`src/rtl/prms_pkg.sv`:
```
// shared types and constants of the pcm rms and peak level meter
// no dependencies
`default_nettype none

package prms_pkg;

  // default accumulator widths
  localparam int unsigned SUM_BITS_DEF   = 48;
  localparam int unsigned COUNT_BITS_DEF = 24;

  // full scale in sample units
  localparam int unsigned FULL_SCALE = 32768;

  // input beat kinds
  typedef enum logic [1:0] {
    KIND_PCM   = 2'd0,
    KIND_TICK  = 2'd1,
    KIND_LINK  = 2'd2,
    KIND_AUDIO = 2'd3
  } kind_e;

  // level status codes of a result beat
  typedef enum logic [1:0] {
    LVL_OBSERVED    = 2'd0,
    LVL_NO_PCM      = 2'd1,
    LVL_NOT_STARTED = 2'd2
  } level_e;

  // controller states
  typedef enum logic [2:0] {
    S_IDLE,
    S_LOAD,
    S_DIV,
    S_SQINIT,
    S_SQRT,
    S_DONE
  } state_e;

  // controller to datapath commands
  typedef struct packed {
    logic take;       // input beat accepted this cycle
    logic load;       // snapshot window, clear accumulators
    logic div_step;   // one quotient bit
    logic sq_init;    // move quotient into root unit
    logic sq_step;    // one root bit
    logic res_write;  // load output register
  } dp_cmd_t;

  // datapath to controller status
  typedef struct packed {
    logic win_empty;  // no sample in the current window
    logic div_last;   // last quotient bit this cycle
    logic sq_last;    // last root bit this cycle
    logic out_free;   // output register can take a result
  } dp_sts_t;

endpackage

`default_nettype wire

```
`src/rtl/prms_datapath.sv`:
```
// datapath: window accumulators, serial divider, serial square root, output register
// depends on prms_pkg
`default_nettype none

module prms_datapath #(
  parameter int unsigned SUM_BITS   = prms_pkg::SUM_BITS_DEF,
  parameter int unsigned COUNT_BITS = prms_pkg::COUNT_BITS_DEF
) (
  input  wire logic              clk_i,
  input  wire logic              rst_ni,
  input  wire prms_pkg::dp_cmd_t cmd_i,
  output prms_pkg::dp_sts_t      sts_o,
  input  wire logic [1:0]        kind_i,
  input  wire logic signed [15:0] sample_i,
  input  wire logic              flag_i,
  input  wire logic              out_stall_i,
  output logic                   out_valid_o,
  output logic                   route_connected_o,
  output logic [1:0]             level_status_o,
  output logic [15:0]            rms_level_o,
  output logic [15:0]            peak_level_o
);
  import prms_pkg::*;

  localparam int unsigned RW   = (SUM_BITS + 1) / 2;
  localparam int unsigned RADW = 2 * RW;
  localparam int unsigned CNTW = $clog2(SUM_BITS);

  // accumulators and flags
  logic [SUM_BITS-1:0]   sum_q, sum_d;
  logic [COUNT_BITS-1:0] count_q, count_d;
  logic [15:0]           peak_q, peak_d;
  logic                  link_q, link_d;
  logic                  audio_q, audio_d;

  // square stage
  logic        sq_vld_q;
  logic [15:0] mag_q;
  logic [31:0] sq_q;
  logic [15:0] mag;

  // divider
  logic [SUM_BITS-1:0]   dq_q, dq_d;
  logic [COUNT_BITS-1:0] rem_q, rem_d;
  logic [COUNT_BITS-1:0] dvs_q, dvs_d;
  logic [15:0]           pk_snap_q, pk_snap_d;
  logic                  empty_q, empty_d;

  // root unit
  logic [RADW-1:0] rad_q, rad_d;
  logic [RW-1:0]   root_q, root_d;
  logic [RW:0]     srem_q, srem_d;

  logic [CNTW-1:0] cnt_q, cnt_d;

  // output register
  logic        ovld_q, ovld_d;
  logic        oroute_q, oroute_d;
  level_e      ostat_q, ostat_d;
  logic [15:0] orms_q, orms_d;
  logic [15:0] opeak_q, opeak_d;

  // combinational temporaries
  logic [SUM_BITS:0]   sum_ext;
  logic [COUNT_BITS:0] rem_sh, rem_diff;
  logic                div_ge;
  logic [RW+2:0]       rem_t, trial, sq_diff;
  logic                sq_ge;
  logic [15:0]         rms_clamped;

  // magnitude of the incoming sample; minus full scale maps to 0x8000
  assign mag = sample_i[15] ? 16'(~sample_i + 16'sd1) : 16'(sample_i);

  // square stage: one multiply, registered before the accumulate
  always_ff @(posedge clk_i or negedge rst_ni) begin
    if (!rst_ni) begin
      sq_vld_q <= 1'b0;
    end else begin
      sq_vld_q <= cmd_i.take && (kind_i == KIND_PCM);
    end
  end

  always_ff @(posedge clk_i) begin
    mag_q <= mag;
    sq_q  <= 32'(mag) * 32'(mag);
  end

  // accumulate, saturate, track peak, event flags
  always_comb begin
    sum_d   = sum_q;
    count_d = count_q;
    peak_d  = peak_q;
    link_d  = link_q;
    audio_d = audio_q;
    sum_ext = {1'b0, sum_q} + (SUM_BITS+1)'(sq_q);
    if (sq_vld_q) begin
      sum_d = sum_ext[SUM_BITS] ? '1 : sum_ext[SUM_BITS-1:0];
      if (count_q != '1) begin
        count_d = count_q + COUNT_BITS'(1);
      end
      if (mag_q > peak_q) begin
        peak_d = mag_q;
      end
    end
    if (cmd_i.take && (kind_i == KIND_LINK)) begin
      link_d = flag_i;
      if (!flag_i) begin
        audio_d = 1'b0;
      end
    end
    if (cmd_i.take && (kind_i == KIND_AUDIO)) begin
      audio_d = flag_i;
    end
    if (cmd_i.load) begin
      sum_d   = '0;
      count_d = '0;
      peak_d  = '0;
    end
  end

  always_ff @(posedge clk_i or negedge rst_ni) begin
    if (!rst_ni) begin
      sum_q   <= '0;
      count_q <= '0;
      peak_q  <= '0;
      link_q  <= 1'b0;
      audio_q <= 1'b0;
    end else begin
      sum_q   <= sum_d;
      count_q <= count_d;
      peak_q  <= peak_d;
      link_q  <= link_d;
      audio_q <= audio_d;
    end
  end

  // restoring divider and digit-by-digit root, one bit per cycle
  always_comb begin
    dq_d      = dq_q;
    rem_d     = rem_q;
    dvs_d     = dvs_q;
    pk_snap_d = pk_snap_q;
    empty_d   = empty_q;
    rad_d     = rad_q;
    root_d    = root_q;
    srem_d    = srem_q;
    cnt_d     = cnt_q;

    rem_sh   = {rem_q, dq_q[SUM_BITS-1]};
    rem_diff = rem_sh - {1'b0, dvs_q};
    div_ge   = rem_sh >= {1'b0, dvs_q};

    rem_t   = {srem_q, rad_q[RADW-1 -: 2]};
    trial   = {1'b0, root_q, 2'b01};
    sq_diff = rem_t - trial;
    sq_ge   = rem_t >= trial;

    if (cmd_i.load) begin
      dq_d      = sum_q;
      rem_d     = '0;
      dvs_d     = count_q;
      pk_snap_d = peak_q;
      empty_d   = (count_q == '0);
      cnt_d     = '0;
    end
    if (cmd_i.div_step) begin
      dq_d  = {dq_q[SUM_BITS-2:0], div_ge};
      rem_d = div_ge ? rem_diff[COUNT_BITS-1:0] : rem_sh[COUNT_BITS-1:0];
      cnt_d = cnt_q + CNTW'(1);
    end
    if (cmd_i.sq_init) begin
      rad_d  = RADW'(dq_q);
      root_d = '0;
      srem_d = '0;
      cnt_d  = '0;
    end
    if (cmd_i.sq_step) begin
      rad_d  = {rad_q[RADW-3:0], 2'b00};
      root_d = {root_q[RW-2:0], sq_ge};
      srem_d = sq_ge ? sq_diff[RW:0] : rem_t[RW:0];
      cnt_d  = cnt_q + CNTW'(1);
    end
  end

  always_ff @(posedge clk_i or negedge rst_ni) begin
    if (!rst_ni) begin
      cnt_q <= '0;
    end else begin
      cnt_q <= cnt_d;
    end
  end

  always_ff @(posedge clk_i) begin
    dq_q      <= dq_d;
    rem_q     <= rem_d;
    dvs_q     <= dvs_d;
    pk_snap_q <= pk_snap_d;
    empty_q   <= empty_d;
    rad_q     <= rad_d;
    root_q    <= root_d;
    srem_q    <= srem_d;
  end

  // clamp the root to full scale
  assign rms_clamped = (root_q > RW'(FULL_SCALE)) ? 16'(FULL_SCALE) : root_q[15:0];

  // output register, holds a beat until taken
  always_comb begin
    ovld_d   = ovld_q && out_stall_i;
    oroute_d = oroute_q;
    ostat_d  = ostat_q;
    orms_d   = orms_q;
    opeak_d  = opeak_q;
    if (cmd_i.res_write) begin
      ovld_d   = 1'b1;
      oroute_d = link_q;
      if (empty_q) begin
        ostat_d = audio_q ? LVL_NO_PCM : LVL_NOT_STARTED;
        orms_d  = '0;
        opeak_d = '0;
      end else begin
        ostat_d = LVL_OBSERVED;
        orms_d  = rms_clamped;
        opeak_d = pk_snap_q;
      end
    end
  end

  always_ff @(posedge clk_i or negedge rst_ni) begin
    if (!rst_ni) begin
      ovld_q <= 1'b0;
    end else begin
      ovld_q <= ovld_d;
    end
  end

  always_ff @(posedge clk_i) begin
    oroute_q <= oroute_d;
    ostat_q  <= ostat_d;
    orms_q   <= orms_d;
    opeak_q  <= opeak_d;
  end

  // status back to the controller
  assign sts_o.win_empty = (count_q == '0);
  assign sts_o.div_last  = (cnt_q == CNTW'(SUM_BITS - 1));
  assign sts_o.sq_last   = (cnt_q == CNTW'(RW - 1));
  assign sts_o.out_free  = !ovld_q || !out_stall_i;

  assign out_valid_o       = ovld_q;
  assign route_connected_o = oroute_q;
  assign level_status_o    = ostat_q;
  assign rms_level_o       = orms_q;
  assign peak_level_o      = opeak_q;

endmodule

`default_nettype wire

```
`src/rtl/prms_ctrl.sv`:
```
// controller: sequences window snapshot, divide, root and result write
// depends on prms_pkg
`default_nettype none

module prms_ctrl (
  input  wire logic              clk_i,
  input  wire logic              rst_ni,
  input  wire logic              in_valid_i,
  input  wire logic [1:0]        kind_i,
  output logic                   in_stall_o,
  input  wire prms_pkg::dp_sts_t sts_i,
  output prms_pkg::dp_cmd_t      cmd_o
);
  import prms_pkg::*;

  state_e state_q, state_d;
  logic   take;

  // state register
  always_ff @(posedge clk_i or negedge rst_ni) begin
    if (!rst_ni) begin
      state_q <= S_IDLE;
    end else begin
      state_q <= state_d;
    end
  end

  assign in_stall_o = (state_q != S_IDLE);
  assign take       = in_valid_i && (state_q == S_IDLE);

  // next state and commands
  always_comb begin
    state_d = state_q;
    cmd_o   = '0;
    cmd_o.take = take;
    case (state_q)
      S_IDLE: begin
        if (take && (kind_i == KIND_TICK)) begin
          state_d = S_LOAD;
        end
      end
      S_LOAD: begin
        cmd_o.load = 1'b1;
        state_d    = sts_i.win_empty ? S_DONE : S_DIV;
      end
      S_DIV: begin
        cmd_o.div_step = 1'b1;
        if (sts_i.div_last) begin
          state_d = S_SQINIT;
        end
      end
      S_SQINIT: begin
        cmd_o.sq_init = 1'b1;
        state_d       = S_SQRT;
      end
      S_SQRT: begin
        cmd_o.sq_step = 1'b1;
        if (sts_i.sq_last) begin
          state_d = S_DONE;
        end
      end
      S_DONE: begin
        if (sts_i.out_free) begin
          cmd_o.res_write = 1'b1;
          state_d         = S_IDLE;
        end
      end
      default: begin
        state_d = S_IDLE;
      end
    endcase
  end

endmodule

`default_nettype wire

```
`src/rtl/pcm_rms_peak_level_meter_unit.sv`:
```
// pcm level meter: samples, events and window ticks take one beat a cycle while idle.
// a tick holds the input while the window is evaluated: one quotient bit per cycle in
// the divider, then one root bit per cycle; an empty window skips both steps.
// the result beat then waits in an output register.
// reset (rst_ni low, asynchronous) clears accumulators, link and audio flags,
// the controller and the output valid.
`default_nettype none

module pcm_rms_peak_level_meter_unit #(
  parameter int unsigned SUM_BITS   = prms_pkg::SUM_BITS_DEF,
  parameter int unsigned COUNT_BITS = prms_pkg::COUNT_BITS_DEF
) (
  input  wire logic               clk_i,
  input  wire logic               rst_ni,
  input  wire logic               in_valid_i,
  output logic                    in_stall_o,
  input  wire logic [1:0]         kind_i,
  input  wire logic signed [15:0] sample_i,
  input  wire logic               flag_i,
  input  wire logic               buffer_end_i,
  output logic                    out_valid_o,
  input  wire logic               out_stall_i,
  output logic                    route_connected_o,
  output logic [1:0]              level_status_o,
  output logic [15:0]             rms_level_o,
  output logic [15:0]             peak_level_o
);
  import prms_pkg::*;

  dp_cmd_t cmd;
  dp_sts_t sts;

  // buffer_end_i marks buffer boundaries only and leaves the level untouched

  // sequencer
  prms_ctrl u_ctrl (
    .clk_i      (clk_i),
    .rst_ni     (rst_ni),
    .in_valid_i (in_valid_i),
    .kind_i     (kind_i),
    .in_stall_o (in_stall_o),
    .sts_i      (sts),
    .cmd_o      (cmd)
  );

  // accumulators, divider, root, output register
  prms_datapath #(
    .SUM_BITS   (SUM_BITS),
    .COUNT_BITS (COUNT_BITS)
  ) u_dp (
    .clk_i             (clk_i),
    .rst_ni            (rst_ni),
    .cmd_i             (cmd),
    .sts_o             (sts),
    .kind_i            (kind_i),
    .sample_i          (sample_i),
    .flag_i            (flag_i),
    .out_stall_i       (out_stall_i),
    .out_valid_o       (out_valid_o),
    .route_connected_o (route_connected_o),
    .level_status_o    (level_status_o),
    .rms_level_o       (rms_level_o),
    .peak_level_o      (peak_level_o)
  );

endmodule

`default_nettype wire

```
`config.mk`:
```
export PLATFORM = sky130hd
export DESIGN_NAME = pcm_rms_peak_level_meter_unit
export DESIGN_NICKNAME = d
export VERILOG_FILES = /design/src/rtl/prms_pkg.sv /design/src/rtl/prms_datapath.sv /design/src/rtl/prms_ctrl.sv /design/src/rtl/pcm_rms_peak_level_meter_unit.sv
export SDC_FILE = /design/constraint.sdc
export NUM_CORES = 1
export LEC_CHECK = 0
export BUFFER_PORTS_ARGS = -buffer_cell sky130_fd_sc_hd__buf_2
export CAP_MARGIN = 20
export CORE_UTILIZATION = 31
export DETAILED_ROUTE_END_ITERATION = 10
export PLACE_DENSITY = 0.52
export SLEW_MARGIN = 20
export SYNTH_ARGS = -nofsm -noshare
export SYNTH_HDL_FRONTEND = slang
export SYNTH_HIERARCHICAL = 1
export SYNTH_SLANG_ARGS = --single-unit
export TNS_END_PERCENT = 5
```
`constraint.sdc`:
```
create_clock -name clk_i -period 16.24 [get_ports clk_i]
set_input_delay 0.812 -clock clk_i [delete_from_list [all_inputs] [get_ports clk_i]]
set_output_delay 0.812 -clock clk_i [all_outputs]
set_load 0.05 [all_outputs]
```
==> results of run 1 <==
## worst max path at each step
stage	start	end	slack (ps)	cells past startpoint
floorplan	sample_i[0]	u_dp/sq_q[28]$_DFF_P_	7830	30
global placement	sample_i[0]	u_dp/sq_q[29]$_DFF_P_	6590	30
detailed placement	sample_i[0]	u_dp/sq_q[31]$_DFF_P_	6610	30
CTS	sample_i[0]	u_dp/sq_q[31]$_DFF_P_	7180	30
global route	sample_i[0]	u_dp/sq_q[31]$_DFF_P_	6820	31
finish	sample_i[0]	u_dp/sq_q[31]$_DFF_P_	7180	31
## flip-flops by register name, indices dropped and copies added, names as in the netlist, 3 cells and up
register,count
u_dp/cnt_q,6
u_dp/peak_q,16
u_dp/rms_level_o,16
u_dp/srem_q,25
u_dp/sq_q,31
u_dp/dvs_q,24
u_dp/count_q,24
u_dp/peak_level_o,16
u_ctrl/state_q,3
u_dp/pk_snap_q,16
u_dp/root_q,24
u_dp/mag_q,15
u_dp/rem_q,24
u_dp/rad_q,48
u_dp/dq_q,48
u_dp/sum_q,48
## per-stage QoR
stage          std cells  utilization
3_5_place_dp        3878        0.333
5_1_grt             3964        0.351
3_3_place_gp        3877        0.333
2_1_floorplan       2728            -
4_1_cts             3962        0.351
6_report            3964        0.351
## worst max-delay path, delay by kind of cell
family	cells	cell delay (ps)
adder cells (fa/ha/maj)	8	3730
AO/OA/AOI/OAI	8	2020
buffers and inverters	9	1560
AND/OR/NAND/NOR	4	1060
XOR/XNOR	2	290
## cell usage after synthesis (all sizes together), types with 5 or more instances
cell type,count
a211oi,27
mux2i,40
or3,17
nor3,38
nor2,281
and4,7
o21a,21
a311oi,19
ha,197
buf,12
o22ai,12
or2,8
dfxtp,48
o41ai,6
fa,166
nand4,32
xor2,62
dfrtp,101
xnor2,72
inv,354
clkbuf,83
and3,27
a21o,45
nand2b,16
a21oi,116
o211ai,8
nor2b,31
a211o,6
nand2,250
edfxtp,243
o21bai,10
o31ai,9
clkinv,6
nand3,39
a31oi,20
and2,12
o211a,5
or4,5
a31o,6
o21ai,120
a41oi,5
nor4,31
mux2,48
## routing by layer
metal	global-route usage	share of wire	vias to the layer above	wire length (um)
li1	-	-	9448	-
met4	0.0335	0.018	0	1100
met3	0.0185	0.034	64	2020
met1	0.188	0.48	9193	28800
met2	0.222	0.47	279	27900
met5	0	0	-	0
## cell families after synthesis
family	after synthesis	share of synthesized area
buf+inv	455	0.0635
simple gates	812	0.138
mux	88	0.0345
xor+xnor	134	0.0433
other cells	2	0.000276
flops	392	0.396
fa+ha+maj	363	0.212
compound gates	473	0.112
## final cells by class
| type | instances | area share |
|---|---|---|
| clock buffers | 71 | 0.0447 |
| well taps | 1155 | 0.0474 |
| multi-input cells | 1881 | 0.486 |
| diodes | 1 | 0.0000821 |
| inverters | 360 | 0.0443 |
| repair buffers | 91 | 0.0190 |
| flip-flops and latches | 392 | 0.354 |
| clock inverters | 13 | 0.00488 |
==> impl_results.md, run 1 <==
- Routed Wire Length: 59.9 mm
- Period utilization: 0.558
- Overall Global Routing Usage: 0.135
- Global placer's final weighted congestion: 0.844
- Fin worst setup slack: 7180 ps
- Measured slew at the worst slew-check pin: 975 ps
- DR iter-0 viols: 965
- Row count: about 110
- Initial antenna violation count: 1
- Max Slew Vio Count: 0
- Most common cell after layout, fill and taps aside: inv_1
- Max-capacitance violation count: 0
- R2R Setup Slk: 12160 ps
- First-pass DRT Iterations: 5
- Worst reg2reg endpoint: u_dp/sum_q[43]$_DFFE_PN0P_
- # fillers: around 9000
- R2R Path Start: u_dp/sum_q[0]$_DFFE_PN0P_
- Multi-input logic area: 14800 sq um
- Ys flop type: edfxtp_1
- Run status: finished clean
- Clock-pin slew on the worst setup and hold paths: ~60 ps
- Die area: slightly below 90000 sq um
- RSZ-0062 raised after global routing: false
- Cell Area, Synth: 27200 sq um
- Setup WS pre-CTS: 6610 ps
- I/O Buffers: between 50 and 60
- Clock tree buffer depth: 3
- Worst hold path type: input pin to async pin
- Die Wd: 298 um
- Setup CP Type: input pin to flip-flop
- Setup TNS Final: 0 ps
- Async SR Flop Fraction: 0.258
- Dpl cell area: slightly below 30000 sq um
- Total congestion overflow: 0
- Cell variety after synth: 85
- YS warnings: 6
- Cts hold-fix bufs: 0
- Placed wire-length estimate: 44.2 mm
- Seq cells post-synth: a little under 400
- # resized after CTS: 0
- Sequential-to-total area share from yosys stat: 0.396
- Worst EP required: 16700 ps
- Total DRC errors in the routed layout: 0
- Hold WS: 229 ps
- CTS sink cnt: between 300 and 400
- Root Buffer: clkbuf_16
- Post-route ant nets: 0
- Clk_lat worst skew: 580 ps
- Htree depth: 2
- Area contributors post-synth: edfxtp_1 (27%), fa_1 (12%), dfrtp_1 (9.3%)
- Area leader, netlist: edfxtp_1
- I/O pin cnt: 61
- Vias/cell: between 4 and 5
- CP Capture Type: flip-flop
- Crit path max fanout: 16
- Startpoint type of the worst setup path: input pin
- Initial Util: 0.314
- Most frequent cells in the layout: inv_1 (353), nor2_1 (278), nand2_1 (250)
- Crit-path slowest cell: fa_1
- Final Hold Vio Count: 0
- Finished Cell Area: 30500 sq um
- Post-synth top area share: 0.268
- Area grow syn2layout: 11.9%
- R2r worst-path depth: 12
- Share of layout cells above drive strength 1: 0.0869
- WL/cell: 15.1 um
- Vias in the first global route: 18900
- Core area: 86900 sq um
- Number of synthesized flops with an enable pin: 243
- Max stage delay on crit path: 550 ps
- Tmin final: 9060 ps
- CTS tree: built
- Max Clk Rate: about 110 MHz
- Die Ht: 298 um
- Clk_skew: about 22 ps
- Setup bufs post-CTS: 0
- First-pass GRT wire length: 99.4 mm
- Worst Path Arrival: 9510 ps
- Nets@finish: 3158
- Largest net degree at the start of global routing: 84
- Total CTS buffers: 45
- Detailed-route via count: between 15000 and 20000
- Post-Syn Instances: 2719
- Slew HR: 0.350
- Syn avg cell area: around 10 sq um
- Endpoints failing setup: 0
- Sequential Area: between 10000 and 15000 sq um
Power of run 1 is not shown: default switching activity piles up to over one toggle a cycle in this logic, so the estimate is an artifact.
==> run 2, diff against run 1 <==
==> constraint.sdc (replaced) <==
create_clock -name clk_i -period 9 [get_ports clk_i]
set_input_delay 0.45 -clock clk_i [delete_from_list [all_inputs] [get_ports clk_i]]
set_output_delay 0.45 -clock clk_i [all_outputs]
set_load 0.05 [all_outputs]
==> run 2 against run 1 <==
Die area did not move. First-iteration DRC count grew 16%. Worst setup slack got worse by 5900 ps. Sequential share of layout area fell by 0.12 points. Sequential cell count unchanged. Register-to-register slack got worse by 7800 ps.
==> impl_results.md, run 2 (same netlist as run 1, synthesis figures left out) <==
- Nets@finish: 3172 (+0.44%)
- Core area: 86900 sq um (unchanged)
- Placed wire-length estimate: 44.8 mm (+1.3%)
- Post-route ant nets: 0 (unchanged)
- Worst hold path type: input pin to flip-flop
- Vias/cell: 4.76 (-0.51%)
- Worst Path Arrival: 8270 ps (-1240 ps)
- Setup CP Type: input pin to flip-flop
- Die Wd: 298 um (unchanged)
- # resized after CTS: 0 (unchanged)
- Detailed-route via count: 19000 (-0.13%)
- Top flop regs: u_dp/dq_q: 48 flops, u_dp/rad_q: 48 flops, u_dp/sum_q: 48 flops
- DR iter-0 viols: 1120 (+16%)
- R2r worst-path depth: 11 (-1)
- Most common cell after layout, fill and taps aside: inv_1
- Run status: finished clean
- Slew HR: 0.325 (-0.0251)
- Measured slew at the worst slew-check pin: 1010 ps (+37.8 ps)
- Max-capacitance violation count: 0 (unchanged)
- Total DRC errors in the routed layout: 0 (unchanged)
- R2R Path Start: u_dp/sum_q[0]$_DFFE_PN0P_
- CTS tree: built
- Most frequent cells in the layout: inv_1 (353), nor2_1 (278), nand2_1 (250)
- Endpoints failing setup: 0 (unchanged)
- Tmin final: slightly below 8000 ps
- Htree depth: 2 (unchanged)
- Row count: 108 (unchanged)
- Largest net degree at the start of global routing: 78 (-7.1%)
- I/O Buffers: 59 (unchanged)
- Initial antenna violation count: 1 (unchanged)
- Root Buffer: clkbuf_16
- Total congestion overflow: 0 (unchanged)
- I/O pin cnt: 61 (unchanged)
- Period utilization: 0.862
- Die area: 89100 sq um (unchanged)
- Setup TNS Final: 0 ps (unchanged)
- RSZ-0062 raised after global routing: false
- WL/cell: 15.0 um (-0.94%)
- Crit path max fanout: 11 (-5)
- Final Hold Vio Count: 0 (unchanged)
- Max Clk Rate: 129 MHz
- Clock-pin slew on the worst setup and hold paths: 60 ps (about the same)
- Max Slew Vio Count: 0 (unchanged)
- Total CTS buffers: 46 (+2.2%)
- R2R Setup Slk: 4340 ps (-7820 ps)
- Worst reg2reg endpoint: u_dp/sum_q[43]$_DFFE_PN0P_
- Startpoint type of the worst setup path: input pin
- Routed Wire Length: 59.5 mm (-0.57%)
- Die Ht: 298 um (unchanged)
- CTS sink cnt: 392 (unchanged)
- Share of layout cells above drive strength 1: 0.0907 (+0.00379)
- Clk_lat worst skew: 580 ps (about the same)
- # fillers: 8760 (+0.10%)
- Worst setup path startpoint: sample_i[0]
- Initial Util: 0.314 (unchanged)
- Clock tree buffer depth: 3 (unchanged)
- Worst EP required: 9510 ps (-7190 ps)
- Critical Path Sink: u_dp/sq_q[29]$_DFF_P_
- First-pass DRT Iterations: 5 (unchanged)
- Global placer's final weighted congestion: 0.843 (-0.18%)
- Area grow syn2layout: 12.3%
- Overall Global Routing Usage: 0.135 (about the same)
- Vias in the first global route: 18900 (unchanged)
- Clk_skew: 18.7 ps (-3.64 ps)
- First-pass GRT wire length: 99.0 mm (-0.40%)
- CP Capture Type: flip-flop
==> run 2: timing repair <==
action / in CTS / in global routing
hold buffers: 1 / 0
setup buffers: 0 / 0
endpoints found under the hold margin: 38 / 0
==> run 2: cell type report <==
| cell class | instances | area, sq um | area share |
|---|---|---|---|
| clock inverters | 16 | 111 | 0.00364 |
| diodes | 1 | 2.50 | 0.0000818 |
| flip-flops and latches | 392 | 10800 | 0.353 |
| repair buffers | 104 | 711 | 0.0232 |
| clock buffers | 70 | 1380 | 0.0451 |
| multi-input cells | 1881 | 14800 | 0.484 |
| inverters | 360 | 1350 | 0.0442 |
| well taps | 1155 | 1450 | 0.0472 |
==> run 2: worst min path at each step <==
stage	startpoint	endpoint	cells after the start
CTS	kind_i[1]	u_dp/sq_vld_q$_DFF_PN0_	2
floorplan	rst_ni	u_ctrl/state_q[0]$_DFFE_PN0P_	0
finish	kind_i[1]	u_dp/sq_vld_q$_DFF_PN0_	2
global placement	u_dp/link_q$_DFFE_PN0P_	u_dp/route_connected_o$_DFFE_PP_	0
global route	kind_i[1]	u_dp/sq_vld_q$_DFF_PN0_	2
detailed placement	u_dp/link_q$_DFFE_PN0P_	u_dp/route_connected_o$_DFFE_PP_	0
==> run 2: stage by stage <==
step           setup slack [ps]  cell area, sq um   util  instances  hold slack (ps)
2_1_floorplan               951             27300      -       2728              154
3_3_place_gp                595             29000  0.334       3888              426
4_1_cts                    1180             30600  0.352       3977             58.8
5_1_grt                     706             30600  0.352       3979             77.5
6_report                   1240             30600  0.352       3979              102
3_5_place_dp                586             29100  0.335       3890              432
==> run 2: layer usage <==
layer	track usage	wire length, um	part of all wire	vias to the layer above
li1	-	-	-	9468
met1	0.189	29000	0.49	9157
met2	0.219	27400	0.46	256
met3	0.0188	1830	0.031	78
met4	0.0344	1210	0.020	0
met5	0	0	0	-
==> run 2: critical path, cell delays in order <==
cell and delay (ps):
buf_2 170, or3_4 360, or4_4 440, or3_4 400, o31ai_2 250, xor2_2 120
inv_2 270, nand2_1 160, fa_1 510, fa_1 490, inv_1 50, fa_1 520
fa_1 440, fa_1 550, inv_1 50, fa_1 550, inv_1 50, ha_1 370
a21o_1 180, a21oi_1 150, o21ai_0 120, o41ai_1 410, a2bb2oi_1 370, nand4_1 260
a31o_2 300, a21oi_1 160, xnor2_1 120
Power of run 2 is left out for the same reason.
